$ cat config.mk
export PLATFORM = sky130hd
export DESIGN_NAME = three_axis_velocity_slew_limiter
export DESIGN_NICKNAME = d
export VERILOG_FILES = /design/src/rtl/tavsl_pkg.sv /design/src/rtl/three_axis_velocity_slew_limiter.sv /design/src/rtl/tavsl_front.sv /design/src/rtl/tavsl_queue.sv /design/src/rtl/tavsl_back.sv
export SDC_FILE = /design/constraint.sdc
export NUM_CORES = 2
export LEC_CHECK = 0
export BUFFER_PORTS_ARGS = -buffer_cell sky130_fd_sc_hd__buf_4
export CAP_MARGIN = 0
export CORE_UTILIZATION = 30
export CTS_BUF_LIST = sky130_fd_sc_hd__clkbuf_16
export CTS_CLUSTER_SIZE = 24
export DETAILED_ROUTE_END_ITERATION = 8
export GPL_ROUTABILITY_DRIVEN = 0
export PLACE_DENSITY = 0.49
export SLEW_MARGIN = 20
export SYNTH_ARGS = -nofsm -noshare
export SYNTH_HDL_FRONTEND = slang
export SYNTH_SLANG_ARGS = --single-unit
$ cat constraint.sdc
create_clock -name clk -period 12.6 [get_ports clk]
set_clock_uncertainty 0.15 [all_clocks]
set_input_delay 0 -clock clk [delete_from_list [all_inputs] [get_ports clk]]
set_output_delay 0 -clock clk [all_outputs]
set_load 0.005 [all_outputs]
$ cat src/rtl/tavsl_pkg.sv
// shared widths, types and register indexes for the three-axis velocity slew limiter
package tavsl_pkg;

  localparam int STICK_W  = 17;
  localparam int CFG_W    = 16;
  localparam int TIME_W   = 16;
  localparam int VEL_W    = 25;
  localparam int STEP_W   = 24;
  localparam int CFG_IDX_W = 2;
  localparam int QUEUE_DEPTH = 4;
  localparam int QPTR_W   = $clog2(QUEUE_DEPTH);

  localparam logic [CFG_W-1:0] DEADZONE_RST     = 16'd3277;
  localparam logic [CFG_W-1:0] TOP_SPEED_RST    = 16'd256;
  localparam logic [CFG_W-1:0] ACCELERATION_RST = 16'd256;
  localparam logic [CFG_W-1:0] DECELERATION_RST = 16'd512;

  typedef enum logic [CFG_IDX_W-1:0] {
    CFG_DEADZONE     = 2'd0,
    CFG_TOP_SPEED    = 2'd1,
    CFG_ACCELERATION = 2'd2,
    CFG_DECELERATION = 2'd3
  } cfg_index_t;

  typedef struct packed {
    logic                    stop;
    logic signed [VEL_W-1:0] target_forward;
    logic signed [VEL_W-1:0] target_strafe;
    logic signed [VEL_W-1:0] target_turn;
    logic [STEP_W-1:0]       step_acc;
    logic [STEP_W-1:0]       step_dec;
  } tick_t;

endpackage

$ cat src/rtl/three_axis_velocity_slew_limiter.sv
// top level of the three-axis velocity slew limiter
// Takes one tick transaction per clock and returns one velocity transaction per tick, in order.
// A tick's result is held in the queue and then the output register; the front end computes
// targets and step sizes combinationally as the tick is accepted and writes them into a
// four-entry queue, and the back end slews the three held velocities, one queue entry per
// cycle while the output is not stalled. The input stalls only while that queue is full.
// Configuration registers are written through cfg_wr_en, cfg_index and cfg_data and take effect
// for ticks accepted afterwards; write them only while the block is idle.
module three_axis_velocity_slew_limiter
  import tavsl_pkg::*;
(
  input  logic                      clk,
  input  logic                      rst,
  input  logic                      cfg_wr_en,
  input  logic [CFG_IDX_W-1:0]      cfg_index,
  input  logic [CFG_W-1:0]          cfg_data,
  input  logic                      in_valid,
  output logic                      in_stall,
  input  logic                      kind,
  input  logic signed [STICK_W-1:0] stick_forward,
  input  logic signed [STICK_W-1:0] stick_strafe,
  input  logic signed [STICK_W-1:0] stick_turn,
  input  logic [TIME_W-1:0]         tick_time,
  output logic                      out_valid,
  input  logic                      out_stall,
  output logic signed [VEL_W-1:0]   velocity_forward,
  output logic signed [VEL_W-1:0]   velocity_strafe,
  output logic signed [VEL_W-1:0]   velocity_turn
);

  tick_t tick;
  tick_t head;
  logic  full;
  logic  nonempty;
  logic  pop;
  logic  push;

  assign in_stall = full;
  assign push     = in_valid && !full;

  tavsl_front u_front (
    .clk           (clk),
    .rst           (rst),
    .cfg_wr_en     (cfg_wr_en),
    .cfg_index     (cfg_index),
    .cfg_data      (cfg_data),
    .kind          (kind),
    .stick_forward (stick_forward),
    .stick_strafe  (stick_strafe),
    .stick_turn    (stick_turn),
    .tick_time     (tick_time),
    .tick          (tick)
  );

  tavsl_queue u_queue (
    .clk       (clk),
    .rst       (rst),
    .push      (push),
    .push_data (tick),
    .full      (full),
    .pop       (pop),
    .nonempty  (nonempty),
    .head      (head)
  );

  tavsl_back u_back (
    .clk              (clk),
    .rst              (rst),
    .nonempty         (nonempty),
    .head             (head),
    .pop              (pop),
    .out_valid        (out_valid),
    .out_stall        (out_stall),
    .velocity_forward (velocity_forward),
    .velocity_strafe  (velocity_strafe),
    .velocity_turn    (velocity_turn)
  );

endmodule

$ cat src/rtl/tavsl_front.sv
// front end: configuration registers, stick clamp and deadzone, target and step products
module tavsl_front
  import tavsl_pkg::*;
(
  input  logic                      clk,
  input  logic                      rst,
  input  logic                      cfg_wr_en,
  input  logic [CFG_IDX_W-1:0]      cfg_index,
  input  logic [CFG_W-1:0]          cfg_data,
  input  logic                      kind,
  input  logic signed [STICK_W-1:0] stick_forward,
  input  logic signed [STICK_W-1:0] stick_strafe,
  input  logic signed [STICK_W-1:0] stick_turn,
  input  logic [TIME_W-1:0]         tick_time,
  output tick_t                     tick
);

  localparam logic signed [STICK_W-1:0] FULL_POS = STICK_W'(32768);
  localparam logic signed [STICK_W-1:0] FULL_NEG = -STICK_W'(32768);

  logic [CFG_W-1:0] deadzone;
  logic [CFG_W-1:0] top_speed;
  logic [CFG_W-1:0] acceleration;
  logic [CFG_W-1:0] deceleration;

  always_ff @(posedge clk) begin
    if (rst) begin
      deadzone     <= DEADZONE_RST;
      top_speed    <= TOP_SPEED_RST;
      acceleration <= ACCELERATION_RST;
      deceleration <= DECELERATION_RST;
    end else if (cfg_wr_en) begin
      unique case (cfg_index_t'(cfg_index))
        CFG_DEADZONE:     deadzone     <= cfg_data;
        CFG_TOP_SPEED:    top_speed    <= cfg_data;
        CFG_ACCELERATION: acceleration <= cfg_data;
        CFG_DECELERATION: deceleration <= cfg_data;
        default: ;
      endcase
    end
  end

  function automatic logic signed [VEL_W-1:0] target_of(
    input logic signed [STICK_W-1:0] d,
    input logic [CFG_W-1:0]          dz,
    input logic [CFG_W-1:0]          vmax
  );
    logic signed [STICK_W-1:0] dc;
    logic [STICK_W-1:0]        a;
    logic [STICK_W+CFG_W-1:0]  prod;
    logic signed [VEL_W-1:0]   t;
    if (d > FULL_POS) begin
      dc = FULL_POS;
    end else if (d < FULL_NEG) begin
      dc = FULL_NEG;
    end else begin
      dc = d;
    end
    a    = dc[STICK_W-1] ? STICK_W'(-dc) : STICK_W'(dc);
    prod = (STICK_W+CFG_W)'(a) * (STICK_W+CFG_W)'(vmax);
    t    = signed'({1'b0, prod[STEP_W+6:7]});
    if (a < {1'b0, dz}) begin
      target_of = '0;
    end else if (dc[STICK_W-1]) begin
      target_of = -t;
    end else begin
      target_of = t;
    end
  endfunction

  logic [CFG_W+TIME_W-1:0] prod_acc;
  logic [CFG_W+TIME_W-1:0] prod_dec;

  always_comb begin
    prod_acc = (CFG_W+TIME_W)'(acceleration) * (CFG_W+TIME_W)'(tick_time);
    prod_dec = (CFG_W+TIME_W)'(deceleration) * (CFG_W+TIME_W)'(tick_time);
    tick.stop           = kind;
    tick.target_forward = target_of(stick_forward, deadzone, top_speed);
    tick.target_strafe  = target_of(stick_strafe, deadzone, top_speed);
    tick.target_turn    = target_of(stick_turn, deadzone, top_speed);
    tick.step_acc       = prod_acc[STEP_W+7:8];
    tick.step_dec       = prod_dec[STEP_W+7:8];
  end

endmodule

$ cat src/rtl/tavsl_queue.sv
// short queue of classified ticks between front and back end
module tavsl_queue
  import tavsl_pkg::*;
(
  input  logic  clk,
  input  logic  rst,
  input  logic  push,
  input  tick_t push_data,
  output logic  full,
  input  logic  pop,
  output logic  nonempty,
  output tick_t head
);

  tick_t             entries [QUEUE_DEPTH];
  logic [QPTR_W-1:0] wr_ptr;
  logic [QPTR_W-1:0] rd_ptr;
  logic [QPTR_W:0]   count;

  assign full     = (count == (QPTR_W+1)'(QUEUE_DEPTH));
  assign nonempty = (count != '0);
  assign head     = entries[rd_ptr];

  always_ff @(posedge clk) begin
    if (push) begin
      entries[wr_ptr] <= push_data;
    end
  end

  always_ff @(posedge clk) begin
    if (rst) begin
      wr_ptr <= '0;
      rd_ptr <= '0;
      count  <= '0;
    end else begin
      if (push) begin
        wr_ptr <= wr_ptr + 1'b1;
      end
      if (pop) begin
        rd_ptr <= rd_ptr + 1'b1;
      end
      if (push && !pop) begin
        count <= count + 1'b1;
      end else if (pop && !push) begin
        count <= count - 1'b1;
      end
    end
  end

endmodule

$ cat src/rtl/tavsl_back.sv
// back end: per-axis slew toward target, held velocities and output register
module tavsl_back
  import tavsl_pkg::*;
(
  input  logic                    clk,
  input  logic                    rst,
  input  logic                    nonempty,
  input  tick_t                   head,
  output logic                    pop,
  output logic                    out_valid,
  input  logic                    out_stall,
  output logic signed [VEL_W-1:0] velocity_forward,
  output logic signed [VEL_W-1:0] velocity_strafe,
  output logic signed [VEL_W-1:0] velocity_turn
);

  function automatic logic signed [VEL_W-1:0] ramp(
    input logic signed [VEL_W-1:0] cur,
    input logic signed [VEL_W-1:0] tgt,
    input logic [STEP_W-1:0]       sa,
    input logic [STEP_W-1:0]       sd
  );
    logic [VEL_W-1:0]        mc;
    logic [VEL_W-1:0]        mt;
    logic                    slowing;
    logic [STEP_W-1:0]       step;
    logic signed [VEL_W:0]   err;
    logic [VEL_W:0]          merr;
    logic signed [VEL_W-1:0] sstep;
    mc      = cur[VEL_W-1] ? VEL_W'(-cur) : VEL_W'(cur);
    mt      = tgt[VEL_W-1] ? VEL_W'(-tgt) : VEL_W'(tgt);
    slowing = (mt < mc) || (tgt < 0 && cur > 0) || (tgt > 0 && cur < 0);
    step    = slowing ? sd : sa;
    sstep   = signed'({1'b0, step});
    err     = signed'({tgt[VEL_W-1], tgt}) - signed'({cur[VEL_W-1], cur});
    merr    = err[VEL_W] ? (VEL_W+1)'(-err) : (VEL_W+1)'(err);
    if (merr <= {2'b00, step}) begin
      ramp = tgt;
    end else if (err[VEL_W]) begin
      ramp = cur - sstep;
    end else begin
      ramp = cur + sstep;
    end
  endfunction

  logic signed [VEL_W-1:0] forward_next;
  logic signed [VEL_W-1:0] strafe_next;
  logic signed [VEL_W-1:0] turn_next;

  assign pop = nonempty && (!out_valid || !out_stall);

  always_comb begin
    if (head.stop) begin
      forward_next = '0;
      strafe_next  = '0;
      turn_next    = '0;
    end else begin
      forward_next = ramp(velocity_forward, head.target_forward, head.step_acc, head.step_dec);
      strafe_next  = ramp(velocity_strafe, head.target_strafe, head.step_acc, head.step_dec);
      turn_next    = ramp(velocity_turn, head.target_turn, head.step_acc, head.step_dec);
    end
  end

  // output register doubles as the held velocity state
  always_ff @(posedge clk) begin
    if (rst) begin
      out_valid        <= 1'b0;
      velocity_forward <= '0;
      velocity_strafe  <= '0;
      velocity_turn    <= '0;
    end else if (pop) begin
      out_valid        <= 1'b1;
      velocity_forward <= forward_next;
      velocity_strafe  <= strafe_next;
      velocity_turn    <= turn_next;
    end else if (!out_stall) begin
      out_valid <= 1'b0;
    end
  end

endmodule
=== After elaboration in Yosys (flattened, before gate mapping) ===
Memories as Yosys holds them, arrays and structs flattened. A register that Yosys moved wholly into a read port is not among the register bits.
Cells that the tools add are included.

* Memory bits (read-only): 0
* Memories: 1
* Logic and storage cells: 150
* Register bits after elaboration: 147
* Input bits: 91
* RAM bits: 496
* Latch bits: 0

{| class="wikitable"
|+ Memory list
! name !! words !! bits a word !! read ports !! clocked after memory_dff !! write ports !! RTL line !! text
|-
| u_queue.entries || 4 || 124 || 1 || 1 || 1 || tavsl_queue.sv:15 || <nowiki>tick_t entries [QUEUE_DEPTH];</nowiki>
|}

* Reduce and logical (&&, ||, !) cells: 29
* Add/subtract/negate cells: 28
* Mux-type cells: 44
* Eq/ne operators: 5
* Multiply operators: 5
* Divide/modulo/power cells: 0
* Bitwise operators: 0
* Order comparisons: 27
* Shifts and indexed selects: 0

{| class="wikitable"
|+ Operator list
! kind !! count
|-
| $mux W25 || 21
|-
| $mux W17 || 9
|-
| $gt A25 B1 Y1 const B || 6
|-
| $lt A25 B1 Y1 const B || 6
|-
| $neg A25 Y25 || 6
|-
| $mul A17 B16 Y31 || 3
|-
| $le A26 B24 Y1 || 3
|-
| $mux W26 || 3
|-
| $neg A26 Y26 || 3
|-
| $sub A25 B25 Y26 || 3
|-
| $add A25 B25 Y25 || 3
|-
| $lt A25 B25 Y1 || 3
|-
| $neg A24 Y25 || 3
|-
| $sub A25 B25 Y25 || 3
|-
| $mux W24 || 3
|-
| $mul A16 B16 Y32 || 2
|-
| $gt A17 B17 Y1 const B || 3
|-
| $lt A17 B16 Y1 || 3
|-
| $lt A17 B16 Y1 const B || 3
|-
| $neg A17 Y17 || 3
|-
| $logic_and A1 B1 Y1 || 10
|-
| $reduce_and A2 Y1 || 4
|-
| $logic_or A1 B1 Y1 || 7
|-
| $mux W3 || 2
|-
| 13 further kinds || 23
|}

=== Logic depth before layout (Yosys ltp) ===
* Depth after elaboration: 10
* Gate-level depth with buffers: 52

=== Cells and area by module ===
Synthesis repeated with hierarchy kept, for this count alone.

* Cell total of the unflattened synthesis: 9,578
* Area, all modules: 89,130.5 µm²

{| class="wikitable"
|+ By module, submodules not included
! module !! cells an instance !! times used !! area each (µm²) !! sequential area each (µm²)
|-
| tavsl_front || 5,915 || 1 || 49,013.3 || 1,281.2
|-
| tavsl_back || 2,970 || 1 || 21,803.4 || 1,521.5
|-
| tavsl_queue || 692 || 1 || 18,300.1 || 15,074.5
|-
| three_axis_velocity_slew_limiter || 1 || 1 || 13.8 || 0.0
|}

=== Worst setup path before layout ===
No wires, ideal clock.

* Path kind: input to register
* From: in stick_forward[2]
* To: mem u_queue.entries[0][121] (netlist name), data pin
* Library setup time: 0.277 ns
* Setup slack: 2.581 ns
* Arrival time: 9.592 ns
* Cell stages on the path: 40
* Required time: 12.173 ns
* Buffers on the path: 4
* Cell sequence: or4_1 -> nor4b_2 -> a311o_1 -> buf_2 -> and2_1 -> inv_1 -> ha_1 -> clkbuf_1 -> nor2_1 -> nor2_1 -> a311oi_1 -> clkbuf_1 -> nand2_1 -> fa_1 -> fa_1 -> inv_1 -> ha_1 -> inv_1 -> [... 4 more ...] -> fa_1 -> inv_1 -> ha_1 -> clkbuf_1 -> a21o_1 -> a21o_1 -> a21o_1 -> a21o_1 -> a21o_1 -> a2111oi_0 -> o21ai_0 -> xor2_1 -> nor2_1 -> nand2b_1 -> or4b_1 -> o31ai_1 -> xor2_1 -> nor2_1

{| class="wikitable"
|+ RTL lines
! element !! RTL line !! text
|-
| from (decl) || three_axis_velocity_slew_limiter.sv:20 || <nowiki>input logic signed [STICK_W-1:0] stick_forward,</nowiki>
|-
| to (decl) || tavsl_queue.sv:15 ||
|}

==> run_results.csv <==
group,metric,value,unit
run_status,outcome,"complete, no violations",
synthesis,yosys_warnings,0,
synthesis,ys.flop_type,"edfxtp_1",
timing,finalSetupViolCount,0,
timing,fin_ws,1.76,ns
timing,fin_setup_tns,0,ns
final_layout,num-nets-final,11220,
critical_path,reg2reg_depth,31,
cts,post-cts-setup-buffer-count,0,
die,core_area,288000,um^2
place,portBuffers,167,
critical_path,crit_top_cell,"fa_1",
routing,viasPerCell,5.05,
power,leakagePower,41.2,nW
die,num_io_pins,168,
final_layout,layout_common_cells,"inv_1 (1376), nand2_1 (1153), fa_1 (1011)",
cts,cts.path.max_buffers,3,
cts,h-tree-depth,3,
routing,wl_per_cell,20.9,um
final_layout,instances_no_fill,13129,
power,irDropWorstVdd,0.401,mV
die,die_h,540,um
routing,drc,0,
flow_run,max_cap_viol_count,0,
grt,first_global_vias,68456,
timing,finalHoldViolations,0,
cts,clkTransAtPathRegs,0.07,ns
power,power_density,247,nW/um^2
place,place_area,92400,um^2
cts,cts.repair.resized,0,
routing,ant_nets,0,
grt,track_usage,18.7,%
critical_path,crit_type,"primary input to flip-flop",
synthesis,synth_seq_area_share,20.6,%
critical_path,crit_path_end,"u_queue.entries[1][70]",
die,num_rows,197,
routing,m1WireLength,130000,um
synthesis,avgSynthCellArea,9.41,um^2
synthesis,ys_types,102,
timing,rsz0062_at_grt,"no",
timing,post-route-period-util,86.0,%
cts,numCtsBuffers,76,
synthesis,synth_cells,9223,
grt,grt_overflow,0,
critical_path,required,12.90,ns
cts,tritoncts,"done",
routing,drtIter0Drc,4643,
synthesis,netlist_area,86800,um^2
timing,fmax,92.3,MHz
synthesis,ys_ff_latch,645,
critical_path,slowest_stage,"nand2_1",
final_layout,drive_gt1_share,6.96,%
final_layout,stdcell_area,95300,um^2
worst_hold_path,min_path_type,"primary input to flip-flop",
place,dp.cells,12944,
critical_path,rrSetupSlack,2.20,ns
critical_path,crit_start,"stick_turn[16]",
cts,root_buffer,"clkbuf_16",
critical_path,crit_arrival,11.14,ns
timing,slew_viol_final,0,
critical_path,crit_fanout,40,
timing,maxSlewHeadroom,27.6,%
die,die_area,291000,um^2
critical_path,r2r_end,"u_back.velocity_turn[23]",
timing,tightest_slew,1.09,ns
final_layout,final_common_cell,"inv_1",
routing,first_pass_iters,6,
place,dp_slack,1.40,ns
cts,cts_hold_buf,43,
timing,min_period,10.84,ns
final_layout,area_growth,9.86,%
critical_path,critPathLaunchType,"primary input",
routing,vias,66328,
die,initial_core_util,30.1,%
routing,wl_met3,15700,um
synthesis,async_flop_share,0,%
critical_path,cp_slowest_stage_delay,0.73,ns
place,hpwl,212000,um
routing,highest_layer,"met4",
cts,clk_latency,0.67,ns
synthesis,synth_edf_count,496,
grt,grt_pass1_wl,420000,um
grt,antenna_found_initial,7,
die,fp.dieW,540,um
grt,grt_max_degree,79,
routing,route.met2.wl,121000,um
routing,drt_wl_total,274000,um
cts,clock-sinks,645,
critical_path,end_kind,"flip-flop",
final_layout,final_core_util,33.1,%
==> worst max-delay path, delay by kind of cell <==
kind	cells	cell delay (ns)
adder cells (fa/ha/maj)	8	3.66
AO/OA/AOI/OAI	11	2.91
AND/OR/NAND/NOR	9	2.33
buffers and inverters	6	1.54
multiplexers	1	0.52
XOR/XNOR	1	0.07
==> Yosys cell counts, types with 11 or more instances <==
cell type,instances,area (um^2)
nand4_1,47,294
nor2_1,433,1630
a21boi_0,18,135
o211ai_1,23,173
fa_1,1011,20200
o31ai_1,62,465
buf_4,14,105
o21ai_0,290,1450
nand2b_1,60,375
nor4_1,34,213
buf_2,18,90.1
a21o_1,115,863
xnor2_1,364,3190
inv_1,1361,5110
buf_1,16,60.1
nor3_1,118,591
o41ai_1,21,184
a211o_1,17,149
a31oi_1,46,288
nand3_1,130,651
mux2_2,23,259
o21a_1,69,518
a211oi_1,38,285
mux2i_1,137,1370
or2_2,25,156
a311oi_1,13,114
or3_1,52,325
ha_1,834,10400
dfxtp_1,149,2980
mux4_2,118,2660
clkbuf_1,335,1260
nor2b_1,58,363
a21oi_1,339,1700
nor3b_1,15,113
nand2_1,1153,4330
xor2_1,225,1970
o311ai_0,40,350
and3_1,68,425
o21ai_1,11,55.1
or4_1,14,105
and2_1,573,3580
edfxtp_1,496,14900
nand3b_1,14,105
o21bai_1,23,173
==> area by class of cell <==
type | count | area, um^2
fill | 29576 | 193000
multi-input combinational | 6865 | 62500
sequential | 645 | 17900
inverter | 1361 | 5110
tap | 3781 | 4730
timing repair buffer | 335 | 2640
clock buffer | 78 | 1950
clock inverter | 61 | 520
antenna | 3 | 7.51
==> worst min-delay path by stage <==
stage                           start                 endpoint  slack [ns]  cells after the start
after global placement           kind  u_queue.entries[0][123]        0.06                      1
after global routing      cfg_data[0]      u_front.deadzone[0]        0.03                      3
final                     cfg_data[4]      u_front.deadzone[4]        0.04                      4
after CTS                 cfg_data[6]  u_front.deceleration[6]     0.00005                      4
after detailed placement         kind  u_queue.entries[1][123]        0.06                      1
after floorplan                  kind  u_queue.entries[0][123]       -0.05                      0
==> state kept, by name, summed over array words and instances, names as in the netlist, named ones only <==
| register | cells |
|---|---|
| u_queue.entries | 496 |
| u_back.out_valid | 1 |
| u_front.deceleration | 16 |
| u_queue.rd_ptr | 2 |
| u_back.velocity_turn | 25 |
| u_front.deadzone | 16 |
| u_queue.count | 3 |
| u_back.velocity_strafe | 25 |
| u_front.top_speed | 16 |
| u_front.acceleration | 16 |
| u_back.velocity_forward | 25 |
| u_queue.wr_ptr | 2 |
==> metal layers <==
metal / GRT usage, % / vias up
met3: 2.51 / 358
met4: 5.05 / 0
li1: - / 30610
met5: 0 / -
met1: 26.6 / 33460
met2: 29.6 / 1900
==> per-stage QoR <==
| stage | total power [mW] | hold WS (ns) |
|---|---|---|
| floorplan | 16.0 | -0.0511 |
| global placement | 20.8 | 0.0623 |
| detailed placement | 21.1 | 0.0640 |
| CTS | 23.5 | 0.0000540 |
| global route | 25.5 | 0.0278 |
| finish | 23.5 | 0.0420 |
==> logic make-up after synthesis <==
| kind of cell | share of synthesized area (%) |
|---|---|
| muxes | 5.01 |
| and+or+nand+nor | 15.9 |
| adders and majority gates | 35.4 |
| buffers and inverters | 7.75 |
| AOI/OAI and AO/OA | 9.40 |
| xor gates and xnor gates | 5.95 |
| other | 0.00866 |
| DFF | 20.6 |
==> power breakdown <==
| group | internal, mW | switching (mW) |
|---|---|---|
| clock network | 1.25 | 0.941 |
| logic | 6.92 | 11.4 |
| registers | 2.87 | 0.183 |
| total | 11.0 | 12.5 |
Power figures use the tool's default switching activity.
